$ cat src/hw/rtl/keyword_and_digraph_scanner_core_assert.svh
// ----------------------------------------------------------------------------
// Assertion macros for the keyword and digraph scanner
// Concurrent assertion wrappers; they compile to nothing in synthesis.
// ----------------------------------------------------------------------------
`ifndef KEYWORD_AND_DIGRAPH_SCANNER_CORE_ASSERT_SVH
`define KEYWORD_AND_DIGRAPH_SCANNER_CORE_ASSERT_SVH

`ifndef SYNTHESIS

// Checks a property on every rising clock edge outside reset.
`define KDSC_ASSERT(lbl, clk, rst_n, prop) \
    lbl: assert property (@(posedge clk) disable iff (!rst_n) prop) \
        else $error("kdsc: assertion failed");

// Checks a property on every rising clock edge, reset included.
`define KDSC_ASSERT_ALWAYS(lbl, clk, prop) \
    lbl: assert property (@(posedge clk) prop) \
        else $error("kdsc: assertion failed");

`else

`define KDSC_ASSERT(lbl, clk, rst_n, prop)
`define KDSC_ASSERT_ALWAYS(lbl, clk, prop)

`endif

`endif

$ cat src/hw/rtl/kdsc_pkg.sv
// ----------------------------------------------------------------------------
// Keyword and digraph scanner package
// Shared types, the keyword table and small helper functions.
// ----------------------------------------------------------------------------
package kdsc_pkg;

    // Default configuration of the top level.
    localparam int POSITION_BITS_DEFAULT = 32;
    localparam int QUEUE_DEPTH_DEFAULT   = 4;

    // Fixed field widths.
    localparam int TOTAL_BITS   = 32;
    localparam int ISSUE_BITS   = 32;
    localparam int KW_IDX_BITS  = 5;
    localparam int KW_COUNT     = 17;
    localparam int KW_MAX_LEN   = 9;
    localparam int KW_STR_BITS  = 8 * KW_MAX_LEN;
    localparam int LEN_BITS     = 4;

    // Reserved pair bytes and identifier helpers.
    localparam logic [7:0] CH_LT    = 8'h3C;
    localparam logic [7:0] CH_GT    = 8'h3E;
    localparam logic [7:0] CH_LBRK  = 8'h5B;
    localparam logic [7:0] CH_RBRK  = 8'h5D;
    localparam logic [7:0] CH_UNDER = 8'h5F;

    localparam logic [LEN_BITS-1:0] LEN_SAT = 4'd15;
    localparam logic [TOTAL_BITS-1:0] TOTAL_MAX = '1;

    // Pair codes.
    localparam logic PAIR_LT_LBRK = 1'b0;
    localparam logic PAIR_RBRK_GT = 1'b1;

    // Result kinds.
    typedef enum logic [1:0] {
        KIND_KEYWORD = 2'd0,
        KIND_PAIR    = 2'd1,
        KIND_TOTALS  = 2'd2
    } t_kind;

    // Keyword spellings, right-justified, first character highest.
    localparam logic [KW_STR_BITS-1:0] KW_STR [KW_COUNT] = '{
        KW_STR_BITS'("domain"),  KW_STR_BITS'("field"),   KW_STR_BITS'("given"),
        KW_STR_BITS'("prefer"),  KW_STR_BITS'("require"), KW_STR_BITS'("offer"),
        KW_STR_BITS'("force"),   KW_STR_BITS'("inspect"), KW_STR_BITS'("expect"),
        KW_STR_BITS'("verify"),  KW_STR_BITS'("effects"), KW_STR_BITS'("ir"),
        KW_STR_BITS'("transform"), KW_STR_BITS'("on"),    KW_STR_BITS'("where"),
        KW_STR_BITS'("matches"), KW_STR_BITS'("in")
    };

    localparam logic [LEN_BITS-1:0] KW_LEN [KW_COUNT] = '{
        4'd6, 4'd5, 4'd5, 4'd6, 4'd7, 4'd5, 4'd5, 4'd7, 4'd6,
        4'd6, 4'd7, 4'd2, 4'd9, 4'd2, 4'd5, 4'd7, 4'd2
    };

    // One queued record: an optional issue and an optional totals word.
    typedef struct packed {
        logic                   issue_valid;
        t_kind                  issue_kind;
        logic [ISSUE_BITS-1:0]  issue_pos;
        logic [KW_IDX_BITS-1:0] kw_idx;
        logic                   pair_which;
        logic                   tot_valid;
        logic [TOTAL_BITS-1:0]  idt;
        logic [TOTAL_BITS-1:0]  kwt;
    } t_record;

    // Front to queue.
    typedef struct packed {
        logic    push;
        t_record rec;
    } t_q_push;

    // Queue to back.
    typedef struct packed {
        logic    empty;
        t_record rec;
    } t_q_head;

    // Character of keyword k at word offset off; zero past its end.
    function automatic logic [7:0] kw_char(input int k, input logic [LEN_BITS-1:0] off);
        logic [7:0] c;
        c = '0;
        if (off < KW_LEN[k]) begin
            c = KW_STR[k][8*(int'(KW_LEN[k]) - 1 - int'(off)) +: 8];
        end
        return c;
    endfunction

    function automatic logic is_letter(input logic [7:0] b);
        return (b >= 8'h61 && b <= 8'h7A) || (b >= 8'h41 && b <= 8'h5A);
    endfunction

    function automatic logic is_word_start(input logic [7:0] b);
        return is_letter(b) || (b == CH_UNDER);
    endfunction

    function automatic logic is_word_cont(input logic [7:0] b);
        return is_word_start(b) || (b >= 8'h30 && b <= 8'h39);
    endfunction

    function automatic logic [TOTAL_BITS-1:0] sat_inc(input logic [TOTAL_BITS-1:0] v);
        return (v == TOTAL_MAX) ? v : v + 1'b1;
    endfunction

endpackage

$ cat src/hw/rtl/kdsc_in_if.sv
// ----------------------------------------------------------------------------
// Source byte channel
// Valid/ready channel carrying one source byte and its end marker per word.
// ----------------------------------------------------------------------------
interface kdsc_in_if;
    logic       valid;
    logic       ready;
    logic [7:0] source_byte;
    logic       end_of_source;

    modport source (output valid, output source_byte, output end_of_source, input ready);
    modport sink   (input valid, input source_byte, input end_of_source, output ready);
endinterface

$ cat src/hw/rtl/kdsc_out_if.sv
// ----------------------------------------------------------------------------
// Result channel
// Valid/ready channel carrying one scanner result per word.
// ----------------------------------------------------------------------------
interface kdsc_out_if;
    logic                              valid;
    logic                              ready;
    logic [1:0]                        result_kind;
    logic [kdsc_pkg::ISSUE_BITS-1:0]   issue_position;
    logic [kdsc_pkg::KW_IDX_BITS-1:0]  keyword_index;
    logic                              pair_which;
    logic [kdsc_pkg::TOTAL_BITS-1:0]   identifier_total;
    logic [kdsc_pkg::TOTAL_BITS-1:0]   keyword_use_total;
    logic                              last_result;

    modport source (
        output valid, output result_kind, output issue_position, output keyword_index,
        output pair_which, output identifier_total, output keyword_use_total,
        output last_result, input ready
    );
    modport sink (
        input valid, input result_kind, input issue_position, input keyword_index,
        input pair_which, input identifier_total, input keyword_use_total,
        input last_result, output ready
    );
endinterface

$ cat src/hw/rtl/kdsc_front.sv
// ----------------------------------------------------------------------------
// Scanner front end
// Accepts one byte per cycle while the queue has room, tracks the open word
// and its keyword candidates, detects reserved pairs and records results.
// ----------------------------------------------------------------------------
`include "keyword_and_digraph_scanner_core_assert.svh"

module kdsc_front #(
    parameter int POSITION_BITS = kdsc_pkg::POSITION_BITS_DEFAULT
) (
    input  logic                i_clk,
    input  logic                i_rst_n,
    input  logic                i_cfg_we,
    input  logic                i_cfg_wdata,
    kdsc_in_if.sink             i_src,
    input  logic                i_q_full,
    output kdsc_pkg::t_q_push   o_push
);

    localparam int LOW_BITS = (POSITION_BITS < kdsc_pkg::ISSUE_BITS) ?
                              POSITION_BITS : kdsc_pkg::ISSUE_BITS;

    // Scanner state.
    logic                               r_bracket_en;
    logic [POSITION_BITS-1:0]           r_byte_pos;
    logic                               r_inside;
    logic [POSITION_BITS-1:0]           r_word_start;
    logic [kdsc_pkg::LEN_BITS-1:0]      r_len;
    logic [kdsc_pkg::KW_COUNT-1:0]      r_cand;
    logic [7:0]                         r_prev;
    logic [kdsc_pkg::TOTAL_BITS-1:0]    r_word_total;
    logic [kdsc_pkg::TOTAL_BITS-1:0]    r_kw_total;

    logic                               accept;
    logic [7:0]                         b;
    logic                               last;
    logic                               close_now;
    logic                               open_now;
    logic                               extend;
    logic                               close_word;
    logic [kdsc_pkg::KW_COUNT-1:0]      base_cand;
    logic [kdsc_pkg::LEN_BITS-1:0]      base_len;
    logic [kdsc_pkg::KW_COUNT-1:0]      filt_cand;
    logic [kdsc_pkg::LEN_BITS-1:0]      new_len;
    logic [kdsc_pkg::KW_COUNT-1:0]      m_cand;
    logic [kdsc_pkg::LEN_BITS-1:0]      m_len;
    logic                               kw_hit;
    logic [kdsc_pkg::KW_IDX_BITS-1:0]   kw_idx;
    logic [POSITION_BITS-1:0]           start_pos;
    logic [POSITION_BITS-1:0]           pair_pos;
    logic                               pair_lt;
    logic                               pair_gt;
    logic [kdsc_pkg::TOTAL_BITS-1:0]    word_total_upd;
    logic [kdsc_pkg::TOTAL_BITS-1:0]    kw_total_upd;

    // Handshake: take a byte whenever the queue has room.
    assign i_src.ready = !i_q_full;
    assign accept      = i_src.valid && i_src.ready;
    assign b           = i_src.source_byte;
    assign last        = i_src.end_of_source;

    // Word boundary classification.
    assign close_now = r_inside && !kdsc_pkg::is_word_cont(b);
    assign open_now  = !r_inside && kdsc_pkg::is_word_start(b);
    assign extend    = r_inside && kdsc_pkg::is_word_cont(b);

    assign base_cand = open_now ? '1 : r_cand;
    assign base_len  = open_now ? '0 : r_len;
    assign new_len   = (base_len == kdsc_pkg::LEN_SAT) ? base_len : base_len + 1'b1;

    // Candidate filter: keep keywords whose next character is this byte.
    always_comb begin
        for (int k = 0; k < kdsc_pkg::KW_COUNT; k++) begin
            filt_cand[k] = base_cand[k] && (base_len < kdsc_pkg::KW_LEN[k]) &&
                           (kdsc_pkg::kw_char(k, base_len) == b);
        end
    end

    // A word ends at a non-identifier byte, or at end of source if still open.
    assign close_word = close_now || (last && (extend || open_now));
    assign m_cand     = close_now ? r_cand : filt_cand;
    assign m_len      = close_now ? r_len  : new_len;
    assign start_pos  = open_now ? r_byte_pos : r_word_start;

    // Exact match: a surviving candidate whose length equals the word length.
    always_comb begin
        kw_hit = 1'b0;
        kw_idx = '0;
        for (int k = 0; k < kdsc_pkg::KW_COUNT; k++) begin
            if (!kw_hit && close_word && m_cand[k] && (m_len == kdsc_pkg::KW_LEN[k])) begin
                kw_hit = 1'b1;
                kw_idx = kdsc_pkg::KW_IDX_BITS'(k);
            end
        end
    end

    // Reserved pair detection.
    assign pair_lt  = !r_bracket_en && (r_prev == kdsc_pkg::CH_LT) && (b == kdsc_pkg::CH_LBRK);
    assign pair_gt  = !r_bracket_en && (r_prev == kdsc_pkg::CH_RBRK) && (b == kdsc_pkg::CH_GT);
    assign pair_pos = r_byte_pos - POSITION_BITS'(1);

    // Running totals including this byte.
    assign word_total_upd = close_word ? kdsc_pkg::sat_inc(r_word_total) : r_word_total;
    assign kw_total_upd   = kw_hit ? kdsc_pkg::sat_inc(r_kw_total) : r_kw_total;

    // Record for the back end.
    always_comb begin
        o_push                = '0;
        o_push.push           = accept && (kw_hit || pair_lt || pair_gt || last);
        o_push.rec.issue_valid = kw_hit || pair_lt || pair_gt;
        o_push.rec.tot_valid  = last;
        o_push.rec.idt        = word_total_upd;
        o_push.rec.kwt        = kw_total_upd;
        if (kw_hit) begin
            o_push.rec.issue_kind = kdsc_pkg::KIND_KEYWORD;
            o_push.rec.issue_pos  = kdsc_pkg::ISSUE_BITS'(start_pos[LOW_BITS-1:0]);
            o_push.rec.kw_idx     = kw_idx;
        end else begin
            o_push.rec.issue_kind = kdsc_pkg::KIND_PAIR;
            o_push.rec.issue_pos  = kdsc_pkg::ISSUE_BITS'(pair_pos[LOW_BITS-1:0]);
            o_push.rec.pair_which = pair_gt ? kdsc_pkg::PAIR_RBRK_GT : kdsc_pkg::PAIR_LT_LBRK;
        end
    end

    // Configuration register.
    always_ff @(posedge i_clk) begin
        if (!i_rst_n) begin
            r_bracket_en <= 1'b0;
        end else if (i_cfg_we) begin
            r_bracket_en <= i_cfg_wdata;
        end
    end

    // Scanner state update; end of source clears everything.
    always_ff @(posedge i_clk) begin
        if (!i_rst_n) begin
            r_byte_pos   <= '0;
            r_inside     <= 1'b0;
            r_word_start <= '0;
            r_len        <= '0;
            r_cand       <= '0;
            r_prev       <= '0;
            r_word_total <= '0;
            r_kw_total   <= '0;
        end else if (accept) begin
            if (last) begin
                r_byte_pos   <= '0;
                r_inside     <= 1'b0;
                r_word_start <= '0;
                r_len        <= '0;
                r_cand       <= '0;
                r_prev       <= '0;
                r_word_total <= '0;
                r_kw_total   <= '0;
            end else begin
                r_byte_pos   <= r_byte_pos + POSITION_BITS'(1);
                r_prev       <= b;
                r_inside     <= extend || open_now;
                r_word_start <= start_pos;
                r_word_total <= word_total_upd;
                r_kw_total   <= kw_total_upd;
                if (extend || open_now) begin
                    r_cand <= filt_cand;
                    r_len  <= new_len;
                end else begin
                    r_cand <= '0;
                    r_len  <= '0;
                end
            end
        end
    end

    // End of source leaves a cleared scanner behind.
    `KDSC_ASSERT(a_clear_after_end, i_clk, i_rst_n, accept && last |=> r_byte_pos == '0 && !r_inside && r_word_total == '0 && r_kw_total == '0)
    // Outside a word there is no length and no candidate left over.
    `KDSC_ASSERT(a_idle_word_empty, i_clk, i_rst_n, !r_inside |-> r_len == '0 && r_cand == '0)

endmodule

$ cat src/hw/rtl/kdsc_queue.sv
// ----------------------------------------------------------------------------
// Record queue
// Short first-in first-out queue between the front end and the back end.
// ----------------------------------------------------------------------------
`include "keyword_and_digraph_scanner_core_assert.svh"

module kdsc_queue #(
    parameter int DEPTH = kdsc_pkg::QUEUE_DEPTH_DEFAULT
) (
    input  logic                i_clk,
    input  logic                i_rst_n,
    input  kdsc_pkg::t_q_push   i_push,
    output logic                o_full,
    input  logic                i_pop,
    output kdsc_pkg::t_q_head   o_head
);

    localparam int PTR_W = (DEPTH > 1) ? $clog2(DEPTH) : 1;
    localparam int CNT_W = $clog2(DEPTH + 1);

    kdsc_pkg::t_record      r_mem [DEPTH];
    logic [PTR_W-1:0]       r_wr_ptr;
    logic [PTR_W-1:0]       r_rd_ptr;
    logic [CNT_W-1:0]       r_count;

    logic                   do_push;
    logic                   do_pop;

    assign o_full       = (r_count == CNT_W'(DEPTH));
    assign o_head.empty = (r_count == '0);
    assign o_head.rec   = r_mem[r_rd_ptr];
    assign do_push      = i_push.push && !o_full;
    assign do_pop       = i_pop && !o_head.empty;

    // Storage.
    always_ff @(posedge i_clk) begin
        if (do_push) begin
            r_mem[r_wr_ptr] <= i_push.rec;
        end
    end

    // Pointers and fill count.
    always_ff @(posedge i_clk) begin
        if (!i_rst_n) begin
            r_wr_ptr <= '0;
            r_rd_ptr <= '0;
            r_count  <= '0;
        end else begin
            if (do_push) begin
                r_wr_ptr <= (r_wr_ptr == PTR_W'(DEPTH - 1)) ? '0 : r_wr_ptr + 1'b1;
            end
            if (do_pop) begin
                r_rd_ptr <= (r_rd_ptr == PTR_W'(DEPTH - 1)) ? '0 : r_rd_ptr + 1'b1;
            end
            if (do_push && !do_pop) begin
                r_count <= r_count + 1'b1;
            end else if (do_pop && !do_push) begin
                r_count <= r_count - 1'b1;
            end
        end
    end

    // The front end only pushes when there is room.
    `KDSC_ASSERT(a_no_push_when_full, i_clk, i_rst_n, i_push.push |-> !o_full)
    // The back end only pops a record that is there.
    `KDSC_ASSERT(a_no_pop_when_empty, i_clk, i_rst_n, i_pop |-> !o_head.empty)

endmodule

$ cat src/hw/rtl/kdsc_back.sv
// ----------------------------------------------------------------------------
// Result back end
// Splits each queued record into one or two result words and holds them in
// an output register until the consumer takes them.
// ----------------------------------------------------------------------------
`include "keyword_and_digraph_scanner_core_assert.svh"

module kdsc_back (
    input  logic                i_clk,
    input  logic                i_rst_n,
    input  kdsc_pkg::t_q_head   i_head,
    output logic                o_pop,
    kdsc_out_if.source          o_res
);

    logic                               r_out_valid;
    logic                               r_phase;
    kdsc_pkg::t_kind                    r_kind;
    logic [kdsc_pkg::ISSUE_BITS-1:0]    r_pos;
    logic [kdsc_pkg::KW_IDX_BITS-1:0]   r_idx;
    logic                               r_which;
    logic [kdsc_pkg::TOTAL_BITS-1:0]    r_idt;
    logic [kdsc_pkg::TOTAL_BITS-1:0]    r_kwt;
    logic                               r_last;

    logic                               n_out_valid;
    logic                               n_phase;
    kdsc_pkg::t_kind                    n_kind;
    logic [kdsc_pkg::ISSUE_BITS-1:0]    n_pos;
    logic [kdsc_pkg::KW_IDX_BITS-1:0]   n_idx;
    logic                               n_which;
    logic [kdsc_pkg::TOTAL_BITS-1:0]    n_idt;
    logic [kdsc_pkg::TOTAL_BITS-1:0]    n_kwt;
    logic                               n_last;
    logic                               load;

    assign load = !r_out_valid || o_res.ready;

    // Pick the next word: the issue first, then the totals.
    always_comb begin
        n_out_valid = r_out_valid;
        n_phase     = r_phase;
        n_kind      = r_kind;
        n_pos       = r_pos;
        n_idx       = r_idx;
        n_which     = r_which;
        n_idt       = r_idt;
        n_kwt       = r_kwt;
        n_last      = r_last;
        o_pop       = 1'b0;
        if (load) begin
            n_out_valid = !i_head.empty;
            if (!i_head.empty) begin
                if (!r_phase && i_head.rec.issue_valid) begin
                    n_kind  = i_head.rec.issue_kind;
                    n_pos   = i_head.rec.issue_pos;
                    n_idx   = i_head.rec.kw_idx;
                    n_which = i_head.rec.pair_which;
                    n_idt   = '0;
                    n_kwt   = '0;
                    n_last  = !i_head.rec.tot_valid;
                    n_phase = i_head.rec.tot_valid;
                    o_pop   = !i_head.rec.tot_valid;
                end else begin
                    n_kind  = kdsc_pkg::KIND_TOTALS;
                    n_pos   = '0;
                    n_idx   = '0;
                    n_which = 1'b0;
                    n_idt   = i_head.rec.idt;
                    n_kwt   = i_head.rec.kwt;
                    n_last  = 1'b1;
                    n_phase = 1'b0;
                    o_pop   = 1'b1;
                end
            end
        end
    end

    // Control registers.
    always_ff @(posedge i_clk) begin
        if (!i_rst_n) begin
            r_out_valid <= 1'b0;
            r_phase     <= 1'b0;
        end else begin
            r_out_valid <= n_out_valid;
            r_phase     <= n_phase;
        end
    end

    // Output payload register.
    always_ff @(posedge i_clk) begin
        r_kind  <= n_kind;
        r_pos   <= n_pos;
        r_idx   <= n_idx;
        r_which <= n_which;
        r_idt   <= n_idt;
        r_kwt   <= n_kwt;
        r_last  <= n_last;
    end

    assign o_res.valid             = r_out_valid;
    assign o_res.result_kind       = r_kind;
    assign o_res.issue_position    = r_pos;
    assign o_res.keyword_index     = r_idx;
    assign o_res.pair_which        = r_which;
    assign o_res.identifier_total  = r_idt;
    assign o_res.keyword_use_total = r_kwt;
    assign o_res.last_result       = r_last;

    // Half-sent record: its totals word is still waiting at the queue head.
    `KDSC_ASSERT(a_phase_has_totals, i_clk, i_rst_n, r_phase |-> !i_head.empty && i_head.rec.tot_valid && i_head.rec.issue_valid)
    // A totals word always closes the results of its byte.
    `KDSC_ASSERT(a_totals_is_last, i_clk, i_rst_n, r_out_valid && r_kind == kdsc_pkg::KIND_TOTALS |-> r_last)

endmodule

$ cat src/hw/rtl/keyword_and_digraph_scanner_core.sv
// ----------------------------------------------------------------------------
// Keyword and digraph scanner core
// Scans source text one byte per word, reports contextual keywords used as
// identifiers, reserved bracket pairs, and per-source totals.
// ----------------------------------------------------------------------------
//  Channel   Direction  Payload
//  i_src     in         source_byte[7:0], end_of_source
//  o_res     out        result_kind, issue_position, keyword_index, pair_which,
//                       identifier_total, keyword_use_total, last_result
//  i_cfg_*   in         bracket_syntax_enabled (write enable and one data bit)
//
//  The front end takes one byte every cycle while the record queue has room.
//  A byte yields zero, one or two result words; the back end sends one word
//  per cycle while the consumer is ready, the issue word before the totals.
//  A byte's results pass through the record queue and the output register.
//  Reset is synchronous and active low; it clears scanner state, the queue
//  and the configuration register.
//  An output stall fills the queue, after which i_src.ready drops.
// ----------------------------------------------------------------------------
module keyword_and_digraph_scanner_core #(
    parameter int POSITION_BITS = kdsc_pkg::POSITION_BITS_DEFAULT,
    parameter int QUEUE_DEPTH   = kdsc_pkg::QUEUE_DEPTH_DEFAULT
) (
    input  logic        i_clk,
    input  logic        i_rst_n,
    input  logic        i_cfg_we,
    input  logic        i_cfg_wdata,
    kdsc_in_if.sink     i_src,
    kdsc_out_if.source  o_res
);

    kdsc_pkg::t_q_push  q_push;
    kdsc_pkg::t_q_head  q_head;
    logic               q_full;
    logic               q_pop;

    // Byte classification and scanner state.
    kdsc_front #(
        .POSITION_BITS (POSITION_BITS)
    ) u_front (
        .i_clk       (i_clk),
        .i_rst_n     (i_rst_n),
        .i_cfg_we    (i_cfg_we),
        .i_cfg_wdata (i_cfg_wdata),
        .i_src       (i_src),
        .i_q_full    (q_full),
        .o_push      (q_push)
    );

    // Decoupling queue.
    kdsc_queue #(
        .DEPTH (QUEUE_DEPTH)
    ) u_queue (
        .i_clk   (i_clk),
        .i_rst_n (i_rst_n),
        .i_push  (q_push),
        .o_full  (q_full),
        .i_pop   (q_pop),
        .o_head  (q_head)
    );

    // Result serialization.
    kdsc_back u_back (
        .i_clk   (i_clk),
        .i_rst_n (i_rst_n),
        .i_head  (q_head),
        .o_pop   (q_pop),
        .o_res   (o_res)
    );

endmodule

$ cat src/flat_wrapper.sv
// flat-port wrapper written by rule: the top's interface ports become plain ports
module keyword_and_digraph_scanner_core_flat 
#(
    parameter int POSITION_BITS = kdsc_pkg::POSITION_BITS_DEFAULT,
    parameter int QUEUE_DEPTH   = kdsc_pkg::QUEUE_DEPTH_DEFAULT
)
  (i_clk, i_rst_n, i_cfg_we, i_cfg_wdata, i_src_valid, i_src_source_byte, i_src_end_of_source, i_src_ready, o_res_valid, o_res_result_kind, o_res_issue_position, o_res_keyword_index, o_res_pair_which, o_res_identifier_total, o_res_keyword_use_total, o_res_last_result, o_res_ready);
  kdsc_in_if i_src_i ();
  kdsc_out_if o_res_i ();
  input  logic i_clk;
  input  logic i_rst_n;
  input  logic i_cfg_we;
  input  logic i_cfg_wdata;
  input wire logic [$bits(i_src_i.valid)-1:0] i_src_valid;
  input wire logic [$bits(i_src_i.source_byte)-1:0] i_src_source_byte;
  input wire logic [$bits(i_src_i.end_of_source)-1:0] i_src_end_of_source;
  output wire logic [$bits(i_src_i.ready)-1:0] i_src_ready;
  output wire logic [$bits(o_res_i.valid)-1:0] o_res_valid;
  output wire logic [$bits(o_res_i.result_kind)-1:0] o_res_result_kind;
  output wire logic [$bits(o_res_i.issue_position)-1:0] o_res_issue_position;
  output wire logic [$bits(o_res_i.keyword_index)-1:0] o_res_keyword_index;
  output wire logic [$bits(o_res_i.pair_which)-1:0] o_res_pair_which;
  output wire logic [$bits(o_res_i.identifier_total)-1:0] o_res_identifier_total;
  output wire logic [$bits(o_res_i.keyword_use_total)-1:0] o_res_keyword_use_total;
  output wire logic [$bits(o_res_i.last_result)-1:0] o_res_last_result;
  input wire logic [$bits(o_res_i.ready)-1:0] o_res_ready;
  assign i_src_i.valid = i_src_valid;
  assign i_src_i.source_byte = i_src_source_byte;
  assign i_src_i.end_of_source = i_src_end_of_source;
  assign i_src_ready = i_src_i.ready;
  assign o_res_valid = o_res_i.valid;
  assign o_res_result_kind = o_res_i.result_kind;
  assign o_res_issue_position = o_res_i.issue_position;
  assign o_res_keyword_index = o_res_i.keyword_index;
  assign o_res_pair_which = o_res_i.pair_which;
  assign o_res_identifier_total = o_res_i.identifier_total;
  assign o_res_keyword_use_total = o_res_i.keyword_use_total;
  assign o_res_last_result = o_res_i.last_result;
  assign o_res_i.ready = o_res_ready;
  keyword_and_digraph_scanner_core #(.POSITION_BITS(POSITION_BITS), .QUEUE_DEPTH(QUEUE_DEPTH)) u_core (.i_clk(i_clk), .i_rst_n(i_rst_n), .i_cfg_we(i_cfg_we), .i_cfg_wdata(i_cfg_wdata), .i_src(i_src_i), .o_res(o_res_i));
endmodule
$ cat config.mk
export PLATFORM = sky130hd
export DESIGN_NAME = keyword_and_digraph_scanner_core_flat
export DESIGN_NICKNAME = d
export VERILOG_FILES = /design/src/hw/rtl/kdsc_pkg.sv /design/src/hw/rtl/kdsc_in_if.sv /design/src/hw/rtl/kdsc_out_if.sv /design/src/hw/rtl/kdsc_front.sv /design/src/hw/rtl/kdsc_queue.sv /design/src/hw/rtl/kdsc_back.sv /design/src/hw/rtl/keyword_and_digraph_scanner_core.sv /design/src/flat_wrapper.sv
export VERILOG_INCLUDE_DIRS = /design/src /design/src/hw/rtl
export SDC_FILE = /design/constraint.sdc
export NUM_CORES = 1
export LEC_CHECK = 0
export BUFFER_PORTS_ARGS = -buffer_cell sky130_fd_sc_hd__buf_2
export CAP_MARGIN = 20
export CELL_PAD_IN_SITES_DETAIL_PLACEMENT = 0
export CELL_PAD_IN_SITES_GLOBAL_PLACEMENT = 1
export CORE_UTILIZATION = 31
export CTS_CLUSTER_SIZE = 12
export DETAILED_ROUTE_END_ITERATION = 12
export PLACE_DENSITY_LB_ADDON = 0.3
export SLEW_MARGIN = 40
export SYNTH_ARGS = -nofsm -noshare
export SYNTH_HDL_FRONTEND = slang
export SYNTH_SLANG_ARGS = --single-unit
export TNS_END_PERCENT = 100
$ cat constraint.sdc
create_clock -name i_clk -period 18.4 [get_ports i_clk]
set_clock_uncertainty 0.2 [all_clocks]
set_input_delay 1.84 -clock i_clk [delete_from_list [all_inputs] [get_ports i_clk]]
set_output_delay 1.84 -clock i_clk [all_outputs]
set_load 0.03 [all_outputs]
---- Word-level counts from Yosys, hierarchy flattened ----
Memory sizes are Yosys's and may differ from the RTL's. A register that Yosys moved wholly into a read port is not among the register bits.
Cells that the tools add are included.
word-level totals
  flip-flop bits (word level) ............. 273
  bits in writable memories ............... 420
  bits of input ports ..................... 15
  logic and storage cells ................. 324
  memories kept ........................... 1
memories
  name                  depth  width  rd ports  clocked after Yosys merged registers in  write ports  RTL line          source
  u_core.u_queue.r_mem  4      105    1         1                                        1            kdsc_queue.sv:21  kdsc_pkg::t_record r_mem [DEPTH];
cells by class
  add/subtract/negate cells ............... 14
  $lt $le $gt $ge ......................... 11
  eq/ne operators ......................... 33
  shifts and indexed selects .............. 17
  mux-type cells .......................... 86
  bitwise logic cells ..................... 1
  reduce and logical (&&, ||, !) cells .... 140
operators by type and width
  cell                                                        number
  indexed part select 72 x 8 -> 8 bit, first input constant   17
  2-to-1 mux 32 bit                                           9
  2-to-1 mux 8 bit                                            18
  == test 8 bit                                               17
  logical AND 1 bit                                           102
  adder 32 x 1 -> 32 bit, second input constant               3
  2-to-1 mux 5 bit                                            16
  2-to-1 mux 17 bit                                           4
  == test 32 bit, second input constant                       2
  2-to-1 mux 33 bit                                           1
  subtractor 32 x 1 -> 32 bit, second input constant          1
  2-to-1 mux 1 bit                                            27
  zero test 1 bit                                             26
  == test 8 x 7 -> 1 bit, second input constant               3
  2-to-1 mux 4 bit                                            5
  == test 8 x 6 -> 1 bit, second input constant               2
  >= comparator 8 x 7 -> 1 bit, second input constant         2
  <= comparator 8 x 7 -> 1 bit, second input constant         2
  subtractor 3 x 4 -> 5 bit, first input constant             3
  == test 4 x 3 -> 1 bit, second input constant               3
  less-than comparator 4 x 3 -> 1 bit, second input constant  3
  logical OR 1 bit                                            9
  == test 4 bit, second input constant                        2
  >= comparator 8 x 6 -> 1 bit, second input constant         1
  18 further kinds                                            24

---- Longest topological paths before layout ----
  depth after elaboration ................. 104
  depth in mapped cells ................... 30
  depth with buffers taken out ............ 24

---- Cells and area by module ----
From an unflattened synthesis, not the netlist that was laid out.
unflattened totals
  cells, all modules ...................... 2766
  area, all modules ....................... 33208.1 um^2
by module, submodules not included
  module      instances  cells each  area an instance (um^2)
  kdsc_queue  1          605         15762.6
  kdsc_front  1          1929        13430.4
  kdsc_back   1          232         4015.1

---- Least setup slack after synthesis ----
Ideal clock, no wire load.
  kind .................................... input to register
  start ................................... input port i_src_source_byte[0]
  end ..................................... memory u_core.u_queue.r_mem[3][0] (netlist bit) (enable)
  setup time .............................. 0.476 ns
  arrival time ............................ 9.065 ns
  required time ........................... 17.724 ns
  path slack .............................. 8.659 ns
  stages .................................. 25
  buffers on the path ..................... 6
  cells stage by stage .................... buf_2 a21oi_1 o31ai_1 nor2_1 buf_2 buf_1 nor2_1 inv_1 ha_1 clkbuf_1 clkbuf_1 nand2b_1 a211oi_1 a21oi_1 a21oi_1 mux2_2 or3_1 o21a_1 a211oi_1 o21ai_1 nand4b_4 inv_2 buf_6 a31oi_2 and2_1
between the ends
  cells in the longest elaborated chain, start to end .. 102
  elaborated cells on any way between the ends .. 221
RTL lines
  item                                                                          RTL line            source
  start: declaration                                                            flat_wrapper.sv:15  input wire logic [$bits(i_src_i.source_byte)-1:0] i_src_source_byte;
  >= comparator 8 x 7 -> 1 bit or <= comparator 8 x 7 -> 1 bit (tied branches)  kdsc_pkg.sv:91      return (b >= 8'h61 && b <= 8'h7A) || (b >= 8'h41 && b <= 8'h5A);
  logical AND 1 bit                                                             kdsc_pkg.sv:91
  logical OR 1 bit                                                              kdsc_pkg.sv:91
  logical OR 1 bit                                                              kdsc_pkg.sv:95      return is_letter(b) || (b == CH_UNDER);
  logical AND 1 bit                                                             kdsc_front.sv:64    assign open_now = !r_inside && kdsc_pkg::is_word_start(b);
  2-to-1 mux 4 bit                                                              kdsc_front.sv:68    assign base_len = open_now ? '0 : r_len;
  subtractor 3 x 4 -> 5 bit                                                     kdsc_pkg.sv:85      c = KW_STR[k][8*(int'(KW_LEN[k]) - 1 - int'(off)) +: 8];
  indexed part select 72 x 8 -> 8 bit                                           kdsc_pkg.sv:85
  [... 86 more ...]                                                             -
  2-to-1 mux 1 bit                                                              kdsc_front.sv:90    if (!kw_hit && close_word && m_cand[k] && (m_len == kdsc_pkg::KW_LEN[k])) begin
  logical OR 1 bit                                                              kdsc_front.sv:109   o_push.push = accept && (kw_hit || pair_lt || pair_gt || last);
  logical OR 1 bit (*) (2 in a row)                                             kdsc_front.sv:109
  logical AND 1 bit (*)                                                         kdsc_front.sv:109
  logical AND 1 bit (*)                                                         kdsc_queue.sv:32    assign do_push = i_push.push && !o_full;
  named net u_core.u_queue.do_push                                              kdsc_queue.sv:26    logic do_push;
  2-to-1 mux 1 bit (*)                                                          kdsc_queue.sv:37    if (do_push) begin
  2-to-1 mux 1 bit (not written as such) (*)                                    kdsc_queue.sv:38    r_mem[r_wr_ptr] <= i_push.rec;
  end: declaration                                                              kdsc_queue.sv:21
Mark *: on every way through the listed nets, which the timed path passes. The rest lies on a longest branch.

---- Final worst setup path ----
  start ................................... input port i_src_source_byte[0]
  end ..................................... memory u_core.u_queue.r_mem[2][84] (netlist bit) (enable)
Same word-level chain as after synthesis.

==> impl_metrics.ini <==
[status]
status = finished, final reports clean

[floorplan]
dieArea_um2 = 109200
core_area_um2 = 107100
io_pins = 122
die_h_um = 330.4
dieWidth_um = 330.4
initial_core_util_pct = 31.23
fp-row-count = 120

[grt]
grt_max_degree = 90
grt_use_met1_pct = 24.66
grt_util_met2_pct = 29.17
met3_usage_pct = 2.210
overflow = 0
top_usage_layer = met2
track_usage_pct = 17.92
grt_pass1_wl_um = 149500
grt_pass1_vias = 23446
grt_antenna_before_repair = 3

[power]
combPwrFrac_pct = 25.3
ir_drop_mv = 0.07534
switchingPower_mw = 1.471
leakagePower_nw = 12.65
p_clk_share_pct = 31.1
cellInternalPower_mw = 3.170
pwr-share-seq_pct = 43.7
swShare_pct = 31.70
powerDensity_nw_per_um2 = 122.3

[clock_tree]
cts.htree.levels = 3
ctsHoldBuffers = 0
cts_buffers = 77
clock-root-buffer = clkbuf_16
clk_path_buf_depth = 3
clk_latency_ns = 0.62
cts.clk_slew.worst_paths_ns = 0.06
cts.sinks = 695
tritoncts = done
ctsResizeCount = 0
postCtsSetupRepairBufs = 0

[finish]
diodes = 0
nNetsFinal = 2858
post-route-util_pct = 35.47
seqCellArea_um2 = 19180
drive_above_1_share_pct = 16.64
syn_to_final_growth_pct = 13.55
final_area_um2 = 37970
fill_cells = 10419
multi_input_area_um2 = 13250

[job]
drv_cap = 0

[detailed_routing]
wirelength_um = 98430
route.vias.total = 23411
drtAntennaViolNets = 0
wire_per_inst_um = 22.96
drtPass1Iterations = 8
initialDrtViolationCount = 1833
drc = 0
vias_per_cell = 5.460

[place]
placed_cell_area_um2 = 35570
hpwl_um = 64040
pre_cts_slack_ns = 7.909
gp_congestion = 0.8929
port_buffers = 121

[synth]
ys_types = 102
synth-edff-count = 525
yosysSeqAreaShare_pct = 57.33
synth_top_area_share_pct = 47.15
async_flop_share_pct = 0
syn_avg_cell_area_um2 = 12.04
yosys-top-cells-count = edfxtp_1, nor2_1, dfxtp_1
syn_inst = 2777
synth_largest_area_cell = edfxtp_1
synth.net_count = 2809
syn_area_um2 = 33440
yosys_most_used_dff = edfxtp_1
yosysWarnings = 0
synth_seq_cells = 695
synth_area_leaders = edfxtp_1, dfxtp_1, mux4_2
synth.most_common_cell = edfxtp_1

[worst_setup_path]
cp_common_cell = nor2_1
worstSetupStartpointType = input port
slowest_stage = inv_1
slowest_delay_ns = 0.62
critPathMaxFanout = 66
crit_arrival_ns = 10.01
end_kind = register
path_cells = buf_2 -> buf_4 -> nor2_1 -> and2_1 -> nor2_4 -> nor2_1 -> ha_1 -> inv_1 -> nor2_1 -> a2111oi_0 -> nand3_1 -> a311oi_1 -> o311ai_1 -> or4_1 -> a211o_1 -> nor4b_4 -> nand4b_4 -> inv_4 -> a31oi_2 -> and2_4 -> buf_12 -> buf_4
critical_path_class = in2reg
required_ns = 18.44

[sta]
fmax_ghz = 0.1003
fin_crit_ns = 9.972
fin_ws_ns = 8.428
grt_setup_unrepaired = no
worst_pin_slew_ns = 0.8407
period_share_pct = 54.19
slew_violations = 0
slew_headroom_pct = 43.89
timing.setup.tns_ns = 0
hold_viol_final = 0
setup_viol = 0

[worst_hold_path]
hp-class = reg2reg
flip-flops by register name, indices dropped and copies added, names as in the netlist, 3 cells and up, named ones only:
signal                                 count
u_core.u_queue.r_mem                     420
u_core.u_front.r_len                       4
u_core.u_front.r_prev                      8
u_core.u_back.o_res.issue_position        32
u_core.u_queue.r_count                     3
u_core.u_front.r_cand                     17
u_core.u_back.o_res.keyword_index          5
u_core.u_front.r_kw_total                 32
u_core.u_front.r_byte_pos                 32
u_core.u_back.o_res.keyword_use_total     32
u_core.u_front.r_word_start               32
u_core.u_back.o_res.identifier_total      32
u_core.u_front.r_word_total               32
final cells by class:
cell class              instances  share of cell area [%]
well taps                    1403                   4.624
inverters                      70                  0.7184
clock inverters                33                  0.5537
multi-input cells            1810                   34.91
flip-flops and latches        695                   50.51
clock buffers                 105                   5.569
repair buffers                172                   3.111
metrics by stage:
step / power, mW / hold slack (ns) / std cells
6_report: 4.642 / 0.2655 / 4288
5_1_grt: 4.855 / 0.3043 / 4288
4_1_cts: 4.714 / 0.2694 / 4286
3_5_place_dp: 3.254 / 0.2617 / 4148
3_3_place_gp: 3.234 / 0.2467 / 4136
2_1_floorplan: 2.880 / 0.2363 / 2777
metal layers:
metal,wire (um),part of all wire [%],vias up
li1,-,-,10668
met1,44660,45,11923
met2,46600,47,668
met3,4449,4.5,152
met4,2726,2.8,0
met5,0,0,-
critical path: cells and delay by family:
| kind | cells | cell delay [ns] |
|---|---|---|
| AND/OR/NAND/NOR | 10 | 3.57 |
| AO/OA/AOI/OAI | 5 | 1.88 |
| adder cells (fa/ha/maj) | 1 | 0.30 |
| buffers and inverters | 6 | 2.26 |
placed cells by master (no fill, tap or decap), types with 80 or more instances in the layout:
cell type,instances
nor3_1,102
and2_1,117
dfxtp_1,166
nand2_1,166
nand3_1,81
xnor2_1,80
mux4_2,104
buf_2,121
a21oi_1,102
nor2_1,242
edfxtp_1,525
logic make-up (layout without fill, tap and decap cells):
logic type      after synthesis  count (layout)  share of synthesized area (%)
flops                       695             695                          57.33
simple gates                987             987                          15.35
xor+xnor                    120             120                          3.143
compound gates              523             523                          11.28
mux                         163             163                          8.835
fa+ha+maj                    17              17                         0.6586
buf+inv                     272             380                          3.405
power by group through the flow:
| stage | Combinational, mW | Clock [mW] | Sequential (mW) |
|---|---|---|---|
| final | 1.17 | 1.44 | 2.03 |
| after global routing | 1.26 | 1.54 | 2.05 |
| after CTS | 1.19 | 1.48 | 2.03 |
| after detailed placement | 1.19 | 0 | 2.06 |
| after global placement | 1.17 | 0 | 2.06 |
| after floorplan | 0.564 | 0 | 2.32 |
worst paths after layout:
path | end | slack, ns | startpoint | depth (start not counted)
worst min register to register | u_core.u_front.r_cand[16] | 0.27 | u_core.u_front.r_cand[16] | 2
worst min-delay path | u_core.u_front.r_cand[16] | 0.27 | u_core.u_front.r_cand[16] | 2
worst max register to register | u_core.u_queue.r_mem[2][84] | 9.96 | u_core.u_front.r_inside | 21
worst max-delay path | u_core.u_queue.r_mem[2][84] | 8.43 | i_src_source_byte[0] | 22
(Power assumes the default switching activity.)
